### config.mk
export PLATFORM = sky130hd
export DESIGN_NAME = rgb_to_hls_converter_core
export DESIGN_NICKNAME = d
export VERILOG_FILES = /design/src/hdl/rgbhls_pkg.sv /design/src/hdl/rgb_to_hls_converter_core.sv
export SDC_FILE = /design/constraint.sdc
export NUM_CORES = 1
export LEC_CHECK = 0
export BUFFER_PORTS_ARGS = -buffer_cell sky130_fd_sc_hd__buf_2
export CAP_MARGIN = 20
export CORE_MARGIN = 4
export CORE_UTILIZATION = 33
export CTS_BUF_LIST = sky130_fd_sc_hd__clkbuf_16
export CTS_CLUSTER_SIZE = 24
export DETAILED_ROUTE_END_ITERATION = 7
export GPL_ROUTABILITY_DRIVEN = 0
export PLACE_DENSITY = 0.5
export SLEW_MARGIN = 10
export SYNTH_ARGS = -nofsm -noshare
export SYNTH_HDL_FRONTEND = slang
export SYNTH_SLANG_ARGS = --single-unit
### constraint.sdc
create_clock -name clock -period 12.5 [get_ports clock]
set_input_delay 0.625 -clock clock [delete_from_list [all_inputs] [get_ports clock]]
set_output_delay 0.625 -clock clock [all_outputs]
set_load 0.01 [all_outputs]
### src/hdl/rgbhls_pkg.sv
package rgbhls_pkg;

   localparam int unsigned COMP_W = 8;
   localparam int unsigned DEN_W = 9;
   localparam int unsigned QUO_W = 9;
   localparam int unsigned HSUM_W = 12;
   localparam int unsigned NUM_LANES = 4;
   localparam int unsigned LANE_SAT = 3;
   localparam logic [HSUM_W-1:0] SECTOR_G_OFS = 12'd512;
   localparam logic [HSUM_W-1:0] SECTOR_B_OFS = 12'd1024;
   localparam logic [9:0] DIV6_RECIP = 10'd683;
   localparam int unsigned DIV6_SHIFT = 12;
   localparam logic [COMP_W-1:0] SAT_MAX = 8'd255;

   typedef enum logic [1:0] {
      SEC_RED,
      SEC_GREEN,
      SEC_BLUE
   } sector_type;

   typedef struct packed {
      logic [DEN_W-1:0] rem;
      logic [QUO_W-1:0] quo;
      logic [DEN_W-1:0] den;
   } div_lane_type;

   // The numerator is a * 256 with a <= den, so the top quotient bit is a == den.
   function automatic div_lane_type div_init(logic [DEN_W-1:0] a, logic [DEN_W-1:0] den);
      div_lane_type o;
      o.den = den;
      if (a == den) begin
         o.rem = '0;
         o.quo = QUO_W'(1);
      end else begin
         o.rem = a;
         o.quo = '0;
      end
      return o;
   endfunction

   function automatic div_lane_type div_step(div_lane_type l);
      div_lane_type o;
      logic [DEN_W:0] r2;
      o = l;
      r2 = {l.rem, 1'b0};
      if (r2 >= {1'b0, l.den}) begin
         o.rem = DEN_W'(r2 - {1'b0, l.den});
         o.quo = {l.quo[QUO_W-2:0], 1'b1};
      end else begin
         o.rem = r2[DEN_W-1:0];
         o.quo = {l.quo[QUO_W-2:0], 1'b0};
      end
      return o;
   endfunction

endpackage

### src/hdl/rgb_to_hls_converter_core.sv
// An accepted input beat passes the registers s1 to s5 to its output beat.
// Throughput: one pixel per cycle when not stalled by rsp_tready; four restoring
// dividers are spread over three stages that resolve two, three and three
// quotient bits after the first-bit setup, which sets the pipeline depth.
// Reset is synchronous and active high and clears all stage valid bits.
module rgb_to_hls_converter_core (
   input  logic        clock,
   input  logic        reset,
   input  logic        req_tvalid,
   output logic        req_tready,
   input  logic [23:0] req_tdata,   // red [7:0], green [15:8], blue [23:16]
   output logic        rsp_tvalid,
   input  logic        rsp_tready,
   output logic [23:0] rsp_tdata    // hue [7:0], lightness [15:8], saturation [23:16]
);
   import rgbhls_pkg::*;

   typedef struct packed {
      logic [COMP_W-1:0] r;
      logic [COMP_W-1:0] g;
      logic [COMP_W-1:0] b;
      logic [COMP_W-1:0] mx;
      logic [COMP_W-1:0] mn;
      sector_type        sector;
   } st1_type;

   typedef struct packed {
      div_lane_type [NUM_LANES-1:0] lanes;
      sector_type                   sector;
      logic                         grey;
      logic [COMP_W-1:0]            light;
   } stdiv_type;

   typedef struct packed {
      logic [HSUM_W-1:0] hsum;
      logic [COMP_W-1:0] sat;
      logic [COMP_W-1:0] light;
      logic              grey;
   } st4_type;

   logic v1_ff, v2_ff, v3_ff, v4_ff, v5_ff;
   logic adv1, adv2, adv3, adv4, adv5;
   st1_type s1_ff, s1_in;
   stdiv_type s2_ff, s2_in, s3_ff, s3_in;
   st4_type s4_ff, s4_in;
   logic [23:0] s5_ff, s5_in;

   assign adv5 = !v5_ff || rsp_tready;
   assign adv4 = !v4_ff || adv5;
   assign adv3 = !v3_ff || adv4;
   assign adv2 = !v2_ff || adv3;
   assign adv1 = !v1_ff || adv2;
   assign req_tready = adv1;
   assign rsp_tvalid = v5_ff;
   assign rsp_tdata = s5_ff;

   always_comb begin
      logic [COMP_W-1:0] r, g, b, mx, mn;
      r = req_tdata[7:0];
      g = req_tdata[15:8];
      b = req_tdata[23:16];
      mx = r;
      mn = r;
      if (g > mx) mx = g;
      if (b > mx) mx = b;
      if (g < mn) mn = g;
      if (b < mn) mn = b;
      s1_in.r = r;
      s1_in.g = g;
      s1_in.b = b;
      s1_in.mx = mx;
      s1_in.mn = mn;
      if (r == mx) s1_in.sector = SEC_RED;
      else if (g == mx) s1_in.sector = SEC_GREEN;
      else s1_in.sector = SEC_BLUE;
   end

   always_comb begin
      logic [COMP_W-1:0] spread;
      logic [COMP_W:0] sum;
      logic [DEN_W-1:0] sden;
      spread = s1_ff.mx - s1_ff.mn;
      sum = {1'b0, s1_ff.mx} + {1'b0, s1_ff.mn};
      if (!sum[COMP_W]) sden = sum;
      else sden = DEN_W'(10'd512 - {1'b0, sum});
      s2_in.sector = s1_ff.sector;
      s2_in.grey = (spread == '0);
      s2_in.light = sum[COMP_W:1];
      s2_in.lanes[0] = div_init({1'b0, s1_ff.mx - s1_ff.r}, {1'b0, spread});
      s2_in.lanes[1] = div_init({1'b0, s1_ff.mx - s1_ff.g}, {1'b0, spread});
      s2_in.lanes[2] = div_init({1'b0, s1_ff.mx - s1_ff.b}, {1'b0, spread});
      s2_in.lanes[LANE_SAT] = div_init({1'b0, spread}, sden);
      for (int i = 0; i < NUM_LANES; i++) begin
         s2_in.lanes[i] = div_step(div_step(s2_in.lanes[i]));
      end
   end

   always_comb begin
      s3_in = s2_ff;
      for (int i = 0; i < NUM_LANES; i++) begin
         s3_in.lanes[i] = div_step(div_step(div_step(s2_ff.lanes[i])));
      end
   end

   always_comb begin
      div_lane_type [NUM_LANES-1:0] ln;
      logic [HSUM_W-1:0] rc, gc, bc;
      for (int i = 0; i < NUM_LANES; i++) begin
         ln[i] = div_step(div_step(div_step(s3_ff.lanes[i])));
      end
      rc = HSUM_W'(ln[0].quo);
      gc = HSUM_W'(ln[1].quo);
      bc = HSUM_W'(ln[2].quo);
      case (s3_ff.sector)
         SEC_RED:   s4_in.hsum = bc - gc;
         SEC_GREEN: s4_in.hsum = SECTOR_G_OFS + rc - bc;
         SEC_BLUE:  s4_in.hsum = SECTOR_B_OFS + gc - rc;
         default:   s4_in.hsum = '0;
      endcase
      s4_in.sat = ln[LANE_SAT].quo[QUO_W-1] ? SAT_MAX : ln[LANE_SAT].quo[COMP_W-1:0];
      s4_in.light = s3_ff.light;
      s4_in.grey = s3_ff.grey;
   end

   always_comb begin
      logic neg;
      logic [10:0] mag;
      logic [20:0] prod;
      logic [COMP_W-1:0] q, hue;
      neg = s4_ff.hsum[HSUM_W-1];
      mag = neg ? 11'(-s4_ff.hsum) : s4_ff.hsum[10:0];
      prod = 21'(mag) * 21'(DIV6_RECIP);
      q = prod[DIV6_SHIFT+COMP_W-1:DIV6_SHIFT];
      if (s4_ff.grey) hue = '0;
      else if (neg) hue = -q;
      else hue = q;
      s5_in = {s4_ff.grey ? 8'd0 : s4_ff.sat, s4_ff.light, hue};
   end

   always_ff @(posedge clock) begin
      if (reset) begin
         v1_ff <= 1'b0;
         v2_ff <= 1'b0;
         v3_ff <= 1'b0;
         v4_ff <= 1'b0;
         v5_ff <= 1'b0;
      end else begin
         if (adv1) v1_ff <= req_tvalid;
         if (adv2) v2_ff <= v1_ff;
         if (adv3) v3_ff <= v2_ff;
         if (adv4) v4_ff <= v3_ff;
         if (adv5) v5_ff <= v4_ff;
      end
   end

   always_ff @(posedge clock) begin
      if (adv1) s1_ff <= s1_in;
      if (adv2) s2_ff <= s2_in;
      if (adv3) s3_ff <= s3_in;
      if (adv4) s4_ff <= s4_in;
      if (adv5) s5_ff <= s5_in;
   end

endmodule

# Word level (Yosys, flattened, before mapping)

Index checks and enable logic that the tools add are counted.

Order comparisons: 36
Reduce and logical (&&, ||, !) cells: 12
Muxes and demuxes: 45
Add/subtract/negate cells: 41
Eq/ne operators: 8
$mul: 1

Operator list:

| kind                                                | count |
|---|---|
| two-way mux 18 bit                                  | 28 |
| >= comparator 10 x 8 -> 1 bit                       | 24 |
| subtractor 9 x 8 -> 9 bit                           | 21 |
| >= comparator 10 x 9 -> 1 bit                       | 8 |
| two-way mux 17 bit                                  | 4 |
| subtractor 9 bit                                    | 7 |
| == test 8 bit                                       | 5 |
| two-way mux 8 bit                                   | 5 |
| one-hot mux 12 bit (3 select lines)                 | 1 |
| subtractor 8 bit                                    | 4 |
| multiplier 11 x 10 -> 20 bit, second input constant | 1 |
| greater-than comparator 8 bit                       | 2 |
| less-than comparator 8 bit                          | 2 |
| adder 11 x 9 -> 12 bit, first input constant        | 1 |
| subtractor 11 x 9 -> 12 bit                         | 1 |
| subtractor 12 x 9 -> 12 bit                         | 1 |
| adder 10 x 9 -> 11 bit, first input constant        | 1 |
| two-way mux 11 bit                                  | 1 |
| negation 11 bit                                     | 1 |
| subtractor 9 x 9 -> 10 bit                          | 1 |
| adder 8 x 8 -> 9 bit                                | 1 |
| == test 8 x 9 -> 1 bit                              | 1 |
| two-way mux 9 bit                                   | 1 |
| subtractor 1 x 9 -> 9 bit, first input constant     | 1 |
| other kinds (9)                                     | 20 |

Logic and storage cells: 194
Flip-flop bits (word level): 292
Input bits: 28
Output and inout bits: 26

# Depth between registers and ports, before layout

Gate-level depths: netlist of run 1.

Word-level depth: 9
Depth in mapped cells: 42
Mapped depth without buffers: 40

# Least setup slack after synthesis of run 1

No wires, ideal clock.

Kind: register to register
Start: reg s3_ff[92] (netlist name)
End: reg s4_ff[25] (netlist bit) (data pin)
Cell stages (with the launch flop): 42
Path slack: 3.479 ns
Buffers on the path: 2
Arrival time: 8.760 ns
Data required time: 12.239 ns
Clock period less this slack: 9.021 ns
Library setup time: 0.261 ns
Cell sequence: edfxtp_1 -> clkbuf_1 -> clkinv_1 -> fa_1 -> a21o_1 -> a21oi_1 -> o21bai_1 -> a21oi_1 -> o211ai_1 -> a2111o_1 -> clkbuf_1 -> inv_1 -> nor2_1 -> ha_1 -> o21bai_1 -> a21o_1 -> a21o_1 -> a21o_1 -> [... 6 more ...] -> a21o_1 -> a21oi_1 -> o21ai_0 -> a21o_1 -> a2111oi_0 -> a32o_1 -> ha_1 -> inv_1 -> fa_1 -> a21o_1 -> a21oi_1 -> o21ai_0 -> a21oi_1 -> o21bai_1 -> a21oi_1 -> nor2b_1 -> nor3_1 -> a221o_1

RTL lines:

| item                 | line                             | source |
|---|---|---|
| end signal, assigned | rgb_to_hls_converter_core.sv:160 | `if (adv4) s4_ff <= s4_in;` |
| end, declared        | rgb_to_hls_converter_core.sv:45  | `st4_type s4_ff, s4_in;` |

==> results.toml, run 1 <==
[cells_and_area]
fin_area_um2 = 30400
nNetsFinal = 3416
final_common_cell = "ha_1"
n_fill_cell = 8179
regArea_um2 = 7820
multi_input_area_um2 = 18600
drive_gt1_share_pct = 10.5
mostFrequentLayoutCells = "390 x ha_1, 269 x inv_1, 257 x edfxtp_1"
area_growth_pct = 9.82
antennaDiodeCount = 0

[logic_synthesis]
netlist_instances = 2898
synth_edf_count = 257
yosysSeqAreaShare_pct = 28.2
synth_xor_xnor_area_share_pct = 9.24
synth_area_leader_cell = "edfxtp_1"
synth_top_family_by_area = "adder cells"
yosys.area_share.adder_pct = 20.9
netlist.area_leader.share_pct = 27.9
ys_types = 110
yosysWarnings = 0
synth_area_leaders = "edfxtp_1 28%, ha_1 18%, xnor2_1 5.4%, mux2_2 4.4%, inv_1 3.6%"
synth_compound_area_share_pct = 17.9
yosys.area_share.simple_pct = 13.5
synthArstFlopShare_pct = 0
synth_seq_cells = 262
netlist_area_um2 = 27700
synth_flop_cell = "edfxtp_1"
synthesis.nets = 3361
syn_avg_cell_area_um2 = 9.56
muxShareOfSynthArea_pct = 5.80

[detailed_routing]
wirelength_um = 69100
drc = 0
drt_iter0_drc = 1144
antenna_left = 0
dr.pass1.iters = 5
routedWlPerCell_um = 17.1
num_vias = 21300
via_per_inst = 5.27

[clock_tree]
cts_max_path_buffers = 3
cts_sinks = 262
post_cts.repair.setup_buffers = 0
holdBufCountCts = 0
tritoncts = "yes"
cts_made_buffers = 34
cts_htree_levels = 2
clkTransAtPathRegs_ps = 60
clk_latency_ps = 530
ctsResizeCount = 0
clock-root-buffer = "clkbuf_16"

[sta]
setup_viol = 0
worst_pin_slew_ps = 1080
period_needed_ps = 10260
finalCritPeriodShare_pct = 82.1
slew_headroom_pct = 27.8
finClkSkew_ps = 23.1
fin_setup_tns_ps = 0
finalHoldViolCount = 0
max_freq_mhz = 97.5
report.final.slew_viol_count = 0
rsz0062_at_grt = "false"
fin_ws_ps = 2240

[setup_path]
crit_path_end_kind = "flop"
crit_required_ps = 12760
worstSetupPathType = "flop to flop"
critPathMaxFanout = 18
slowest_stage = "edfxtp_1"
path_common_cell = "a21o_1"
rrSetupSlack_ps = 2240
cp-start-kind = "flop"
arrival_ps = 10520
cpPeakStageDelay_ps = 950

[placed_design]
dp_slack_ps = 2270
dp_hpwl_um = 54700
port_buffers = 53
placed_area_um2 = 29200

[global_routing]
gr-total-overflow = 0
grt_max_degree = 71
antenna_found_initial = 1
grt_pass1_wl_um = 111000
track_usage_pct = 15.2
grt_pass1_vias = 21300
top_usage_layer = "met2"
grtUsageMet2_pct = 26.0
grt_use_met3_pct = 1.77
use_met1_pct = 19.8

[die]
die_h_um = 298
initial_core_util_pct = 33.5
ios = 54
die_area_um2 = 88600
rows = 105
dieWidth_um = 298
core-area_um2 = 82600

[min_path]
hold_class = "input port to flop"

[flow_run]
drv_cap = 0

[outcome]
status = "finished clean"
synth_stat cells (11+ instances only):
library cell,count
nor2_1,196
a21boi_0,20
xnor2_1,172
o21bai_1,41
nor2b_1,74
clkbuf_1,36
o31ai_1,21
nand3_1,47
and3_1,13
and2_1,18
a211oi_1,17
a31oi_1,19
o21a_1,23
o21ai_0,150
nor3_1,59
o22ai_1,11
a21oi_1,183
mux2i_1,34
nand4_1,34
or2_2,22
or3_1,14
xor2_1,91
mux2_2,109
ha_1,390
nand2b_1,38
edfxtp_1,257
fa_1,45
a21o_1,107
inv_1,264
nand2_1,135
o211ai_1,11
layout make-up:
type / instances / share of cell area, %
inverter: 268 / 3.31
timing repair buffer: 73 / 1.43
sequential: 262 / 25.7
multi-input combinational: 2314 / 61.3
clock inverter: 25 / 0.831
clock buffer: 37 / 3.04
tap: 1070 / 4.40
path summary, 6_finish.rpt:
check	cells after the start	to	startpoint
min reg2reg	0	rsp_tdata[12]$_DFFE_PP_	s4_ff[5]$_DFFE_PP_
max	38	s4_ff[25]$_DFFE_PP_	s3_ff[92]$_DFFE_PP_
max reg2reg	38	s4_ff[25]$_DFFE_PP_	s3_ff[92]$_DFFE_PP_
min	2	v4_ff$_SDFFE_PP0P_	reset
metal layers:
layer  up-vias  routed length, um
li1      10700                  -
met1     10200              31900
met2       359              32600
met3       116               2270
met4         2               2240
met5         -                 13
logic make-up after synthesis:
group / after synthesis
mux: 146
simple gates: 722
flops: 262
buf+inv: 322
fa+ha+maj: 435
xor+xnor: 275
compound gates: 736
through the flow:
| stage | cells | hold WS [ps] | utilization, % |
|---|---|---|---|
| 2_1_floorplan | 2898 | 400 | - |
| 3_3_place_gp | 3985 | 402 | 35.3 |
| 3_5_place_dp | 3985 | 405 | 35.3 |
| 4_1_cts | 4047 | 283 | 36.8 |
| 5_1_grt | 4049 | 307 | 36.8 |
| 6_report | 4049 | 319 | 36.8 |
worst max-delay path, delay by kind of cell (launching register included):
kind	cells	cell delay (ps)
adder cells (fa/ha/maj)	5	1710
buffers and inverters	3	480
flip-flops	1	950
AO/OA/AOI/OAI	26	5880
AND/OR/NAND/NOR	2	210
multiplexers	2	770
registers in the layout, summed over array words and instances, names as in the netlist:
signal,flops
rsp_tdata,24
s4_ff,29
v4_ff,1
s3_ff,87
v3_ff,1
v2_ff,1
s1_ff,42
rsp_tvalid,1
s2_ff,75
v1_ff,1
Power of run 1 is left out: the tool's default activity adds up to more than one toggle a clock period on the data nets, which glitch-free logic cannot reach.
==> run 2, diff against run 1 <==
--- a/config.mk
+++ b/config.mk
@@ -5,6 +5,7 @@
 export SDC_FILE = /design/constraint.sdc
 export NUM_CORES = 1
 export LEC_CHECK = 0
+export ABC_AREA = 1
 export BUFFER_PORTS_ARGS = -buffer_cell sky130_fd_sc_hd__buf_2
 export CAP_MARGIN = 20
 export CORE_MARGIN = 4
@@ -13,7 +14,7 @@
 export CTS_CLUSTER_SIZE = 24
 export DETAILED_ROUTE_END_ITERATION = 7
 export GPL_ROUTABILITY_DRIVEN = 0
-export PLACE_DENSITY = 0.5
+export PLACE_DENSITY = 0.52
 export SLEW_MARGIN = 10
 export SYNTH_ARGS = -nofsm -noshare
 export SYNTH_HDL_FRONTEND = slang
==> constraint.sdc (replaced) <==
create_clock -name clock -period 8.6 [get_ports clock]
set_input_delay 0.43 -clock clock [delete_from_list [all_inputs] [get_ports clock]]
set_output_delay 0.43 -clock clock [all_outputs]
set_load 0.01 [all_outputs]
==> run 2 against run 1 <==
Count of clock-buffer cells in the layout shrank 6; register-to-register slack worse by 1400 ps; first-iteration DRC count decreased by 6.3%; setup slack worse by 1400 ps; cell area decreased by 1.6%; synthesized area decreased by 1.1%; sequential share of layout area rose by 0.41 points; worst hold slack got worse by 250 ps; critical path type unchanged; largest cell class unchanged.
==> results.toml, run 2 <==
[outcome]
status = "finished clean"

[cells_and_area]
n_fill_cell = 8684
regMostFlops = "s3_ff"
fin_area_um2 = 29900
drive_gt1_share_pct = 7.01
antennaDiodeCount = 0
largest_register_ffs = 87
area_growth_pct = 9.28
nNetsFinal = 4032
top_regs = "s3_ff x87, s2_ff x75, s1_ff x42"
final_common_cell = "nand2_1"
mostFrequentLayoutCells = "869 x nand2_1, 439 x inv_1, 390 x ha_1"

[logic_synthesis]
synth_compound_area_share_pct = 12.8
synth_area_leaders = "edfxtp_1 28%, ha_1 18%, nand2_1 12%, inv_1 6.0%, a21oi_1 5.0%"
synth_top_family_by_area = "simple AND/OR/NAND/NOR gates"
syn_avg_cell_area_um2 = 7.82
muxShareOfSynthArea_pct = 0
ys_types = 67
netlist.area_leader.share_pct = 28.2
yosysWarnings = 0
synth_seq_cells = 262
netlist_instances = 3503
synthesis.nets = 3966
synthArstFlopShare_pct = 0
synthMostInstantiatedCell = "nand2_1"
yosys.area_share.simple_pct = 22.9
yosys.area_share.adder_pct = 21.1
synth_edf_count = 257
synth_area_leader_cell = "edfxtp_1"
netlist_area_um2 = 27400
synth_xor_xnor_area_share_pct = 7.39
synth_flop_cell = "edfxtp_1"
yosysSeqAreaShare_pct = 28.5
synth_common_cells = "870 x nand2_1, 440 x inv_1, 390 x ha_1, 275 x a21oi_1, 257 x edfxtp_1"

[setup_path]
critPathMaxFanout = 16
cp_num_buf_inv = 6
crit_path_end_kind = "flop"
cpPeakStageDelay_ps = 720
slowest_stage = "nor2_1"
crit_family = "simple AND/OR/NAND/NOR gates"
cp-start-kind = "flop"
worstSetupPathType = "flop to flop"
path_common_cell = "nand2_1"
crit_required_ps = 8920
arrival_ps = 8080

[clock_tree]
post_cts.repair.setup_buffers = 0
holdBufCountCts = 0
clkTransAtPathRegs_ps = 70
cts_made_buffers = 31
clock-root-buffer = "clkbuf_16"
cts_sinks = 262
ctsResizeCount = 0
cts_htree_levels = 1
cts_max_path_buffers = 3
clk_latency_ps = 580
tritoncts = "yes"

[detailed_routing]
dr.pass1.iters = 5
wl_met2_um = 31600
via_per_inst = 4.78
dr_wl_met3_um = 1850
num_vias = 22300
drc = 0
wirelength_um = 68700
top_layer_used = "met4"
antenna_left = 0
routedWlPerCell_um = 14.7
drt_iter0_drc = 1072
drt-met1-wl_um = 33900

[sta]
finalHoldViolCount = 0
rsz0062_at_grt = "false"
setup_viol = 0
max_freq_mhz = 129
report.final.slew_viol_count = 0
holdWs_ps = 69.2
finClkSkew_ps = 25.5
finalCritPeriodShare_pct = 90.3
worst_pin_slew_ps = 1020
period_needed_ps = 7760
slew_headroom_pct = 31.8
fin_ws_ps = 837
fin_setup_tns_ps = 0

[die]
die_area_um2 = 87700
die_h_um = 296
dieWidth_um = 296
rows = 105
ios = 54
core-area_um2 = 82200
initial_core_util_pct = 33.3

[placed_design]
dp_hpwl_um = 55300
dp_slack_ps = 871
port_buffers = 53
placed_area_um2 = 28900

[global_routing]
gr-total-overflow = 0
grt_max_degree = 76
track_usage_pct = 15.5
grt_pass1_wl_um = 110000
antenna_found_initial = 3
grt_pass1_vias = 20800

[min_path]
hold_class = "input port to flop"

[flow_run]
drv_cap = 0
-- run 2: final timing paths --
| path | startpoint | endpoint | slack (ps) | cells after the start |
|---|---|---|---|---|
| max reg2reg | s3_ff[92]$_DFFE_PP_ | s4_ff[25]$_DFFE_PP_ | 840 | 43 |
| min | reset | v3_ff$_SDFFE_PP0P_ | 70 | 2 |
| min reg2reg | s2_ff[3]$_DFFE_PP_ | s3_ff[3]$_DFFE_PP_ | 410 | 0 |
| max | s3_ff[92]$_DFFE_PP_ | s4_ff[25]$_DFFE_PP_ | 840 | 43 |
-- run 2: final cells by class --
cell class | instances | area, um^2 | share of cell area [%]
timing repair buffer | 71 | 400 | 1.34
sequential | 262 | 7820 | 26.1
inverter | 465 | 1750 | 5.84
multi-input combinational | 2738 | 17600 | 58.8
clock buffer | 31 | 776 | 2.59
clock inverter | 26 | 251 | 0.840
tap | 1070 | 1340 | 4.47
-- run 2: logic make-up after synthesis --
| group | Yosys count |
|---|---|
| buffers and inverters | 503 |
| XOR/XNOR | 226 |
| flip-flops | 262 |
| AND/OR/NAND/NOR | 1464 |
| AO/OA/AOI/OAI | 613 |
| adder cells (fa/ha/maj) | 435 |
-- run 2: per-stage QoR --
stage | util [%] | instances
final | 36.4 | 4663
after global routing | 36.4 | 4663
after CTS | 36.4 | 4663
after detailed placement | 35.1 | 4606
after global placement | 35.1 | 4606
after floorplan | - | 3503
-- run 2: layer usage --
layer | vias to the layer above | track usage, %
li1 | 11900 | -
met1 | 10000 | 21.6
met2 | 286 | 26.5
met3 | 71 | 1.22
met4 | 0 | 2.98
met5 | - | 0
Power of run 2 is left out for the same reason.
==> run 3, diff against run 2 <==
--- a/config.mk
+++ b/config.mk
@@ -5,7 +5,6 @@
 export SDC_FILE = /design/constraint.sdc
 export NUM_CORES = 1
 export LEC_CHECK = 0
-export ABC_AREA = 1
 export BUFFER_PORTS_ARGS = -buffer_cell sky130_fd_sc_hd__buf_2
 export CAP_MARGIN = 20
 export CORE_MARGIN = 4
@@ -14,6 +13,7 @@
 export CTS_CLUSTER_SIZE = 24
 export DETAILED_ROUTE_END_ITERATION = 7
 export GPL_ROUTABILITY_DRIVEN = 0
+export HOLD_SLACK_MARGIN = 0.02
 export PLACE_DENSITY = 0.52
 export SLEW_MARGIN = 10
 export SYNTH_ARGS = -nofsm -noshare
==> run 3 against run 2 <==
First-iteration DRC count decreased by 15%; global-route usage decreased by 0.65 points; worst hold slack got worse by 0.84 ps; clock skew increased by 6.5 ps; largest cell class unchanged; highest routed layer unchanged.
==> results.toml, run 3 (synthesis results as in run 1) <==
[outcome]
status = "finished clean"

[setup_path]
rrSetupSlack_ps = 410
critPathMaxFanout = 5
worstSetupPathType = "flop to flop"
arrival_ps = 8520
slowest_stage = "fa_1"
cp-start-kind = "flop"
cpPeakStageDelay_ps = 460
crit_required_ps = 8930
path_common_cell = "a21o_1"
crit_path_end_kind = "flop"

[flow_run]
drv_cap = 0

[detailed_routing]
top_layer_used = "met4"
via_per_inst = 5.08
dr_wl_met3_um = 1620
wirelength_um = 67200
num_vias = 20800
drt-met1-wl_um = 33000
drc = 0
drt_iter0_drc = 915
wl_met2_um = 31000
dr.pass1.iters = 5
routedWlPerCell_um = 16.4
antenna_left = 0

[global_routing]
grt_pass1_vias = 20200
antenna_found_initial = 1
track_usage_pct = 14.8
gr-total-overflow = 0
grt_max_degree = 68
grt_pass1_wl_um = 108000

[clock_tree]
cts_sinks = 262
cts_htree_levels = 1
cts_max_path_buffers = 3
clkTransAtPathRegs_ps = 70
cts_made_buffers = 30
clock-root-buffer = "clkbuf_16"
clk_latency_ps = 590
tritoncts = "yes"

[cells_and_area]
final_common_cell = "ha_1"
largest_register_ffs = 87
fin_util_pct = 37.1
mostFrequentLayoutCells = "390 x ha_1, 264 x inv_1, 257 x edfxtp_1"
drive_gt1_share_pct = 12.4
area_growth_pct = 10.6
layout.cells.non_filler = 4092
antennaDiodeCount = 0
top_regs = "s3_ff x87, s2_ff x75, s1_ff x42"
nNetsFinal = 3462
regMostFlops = "s3_ff"

[placed_design]
port_buffers = 53
place_inst = 4027
dp_hpwl_um = 53800
dp_slack_ps = -68.2

[sta]
slew_headroom_pct = 39.8
finalCritPeriodShare_pct = 95.3
worst_pin_slew_ps = 903
finalHoldViolCount = 0
fin_ws_ps = 406
period_needed_ps = 8190
setup_viol = 0
finClkSkew_ps = 32.0
max_freq_mhz = 122
report.final.slew_viol_count = 0

[die]
initial_core_util_pct = 33.5
die_h_um = 298
ios = 54
dieWidth_um = 298
rows = 105
die_area_um2 = 88600
core-area_um2 = 82600

[min_path]
hold_class = "input port to flop"
==> run 3: changes by cell type in the layout (fill, tap and decap cells not counted), moves of 68 or more <==
| cell | change |
|---|---|
| nand2_1 | -737 |
| inv_1 | -175 |
| nand3_1 | -148 |
| mux2_2 | +109 |
| a21oi_1 | -99 |
| a21o_1 | +81 |
| nor2b_1 | +73 |
| xnor2_1 | +68 |
==> run 3: stage by stage <==
step           setup TNS (ps)  hold slack (ps)  area, um^2
2_1_floorplan               0              400       27700
3_3_place_gp                0              402       29500
3_5_place_dp            -68.2              405       29500
4_1_cts                     0             20.7       30500
5_1_grt                 -44.9             45.4       30600
6_report                    0             68.4       30600
==> run 3: final timing paths <==
path / start / to / cells after the start
worst max-delay path: s3_ff[92]$_DFFE_PP_ / s4_ff[25]$_DFFE_PP_ / 37
worst min-delay path: req_tvalid / v1_ff$_SDFFE_PP0P_ / 3
worst max register to register: s3_ff[92]$_DFFE_PP_ / s4_ff[25]$_DFFE_PP_ / 37
worst min register to register: s3_ff[2]$_DFFE_PP_ / s4_ff[3]$_DFFE_PP_ / 0
==> run 3: repair_timing <==
| action | in CTS | in global routing |
|---|---|---|
| pin swaps | 0 | 6 |
| setup endpoints to repair | 1 | 5 |
| hold endpoints to repair | 5 | 0 |
| hold buffers | 1 | 0 |
| buffers inserted | 0 | 8 |
| gates resized for setup | 2 | 26 |
==> run 3: final cells by class <==
type                       instances  area (um^2)
fill                            8325        52000
multi-input combinational       2314        18700
sequential                       262         7820
tap                             1070         1340
inverter                         268         1010
timing repair buffer             123          817
clock buffer                      30          751
clock inverter                    25          178
==> run 3: worst max-delay path: cells and delay by family (launching register included) <==
kind,cells,cell delay (ps)
compound gates,26,4890
buf+inv,2,130
mux,2,680
fa+ha+maj,5,1640
flops,1,400
simple gates,2,190
==> run 3: layer usage <==
layer  vias to the layer above  track usage [%]
met5                         -                0
met2                       242             25.2
met3                        76             1.27
li1                      10800                -
met1                      9664             20.4
met4                         0             3.47
Power of run 3 is left out for the same reason.
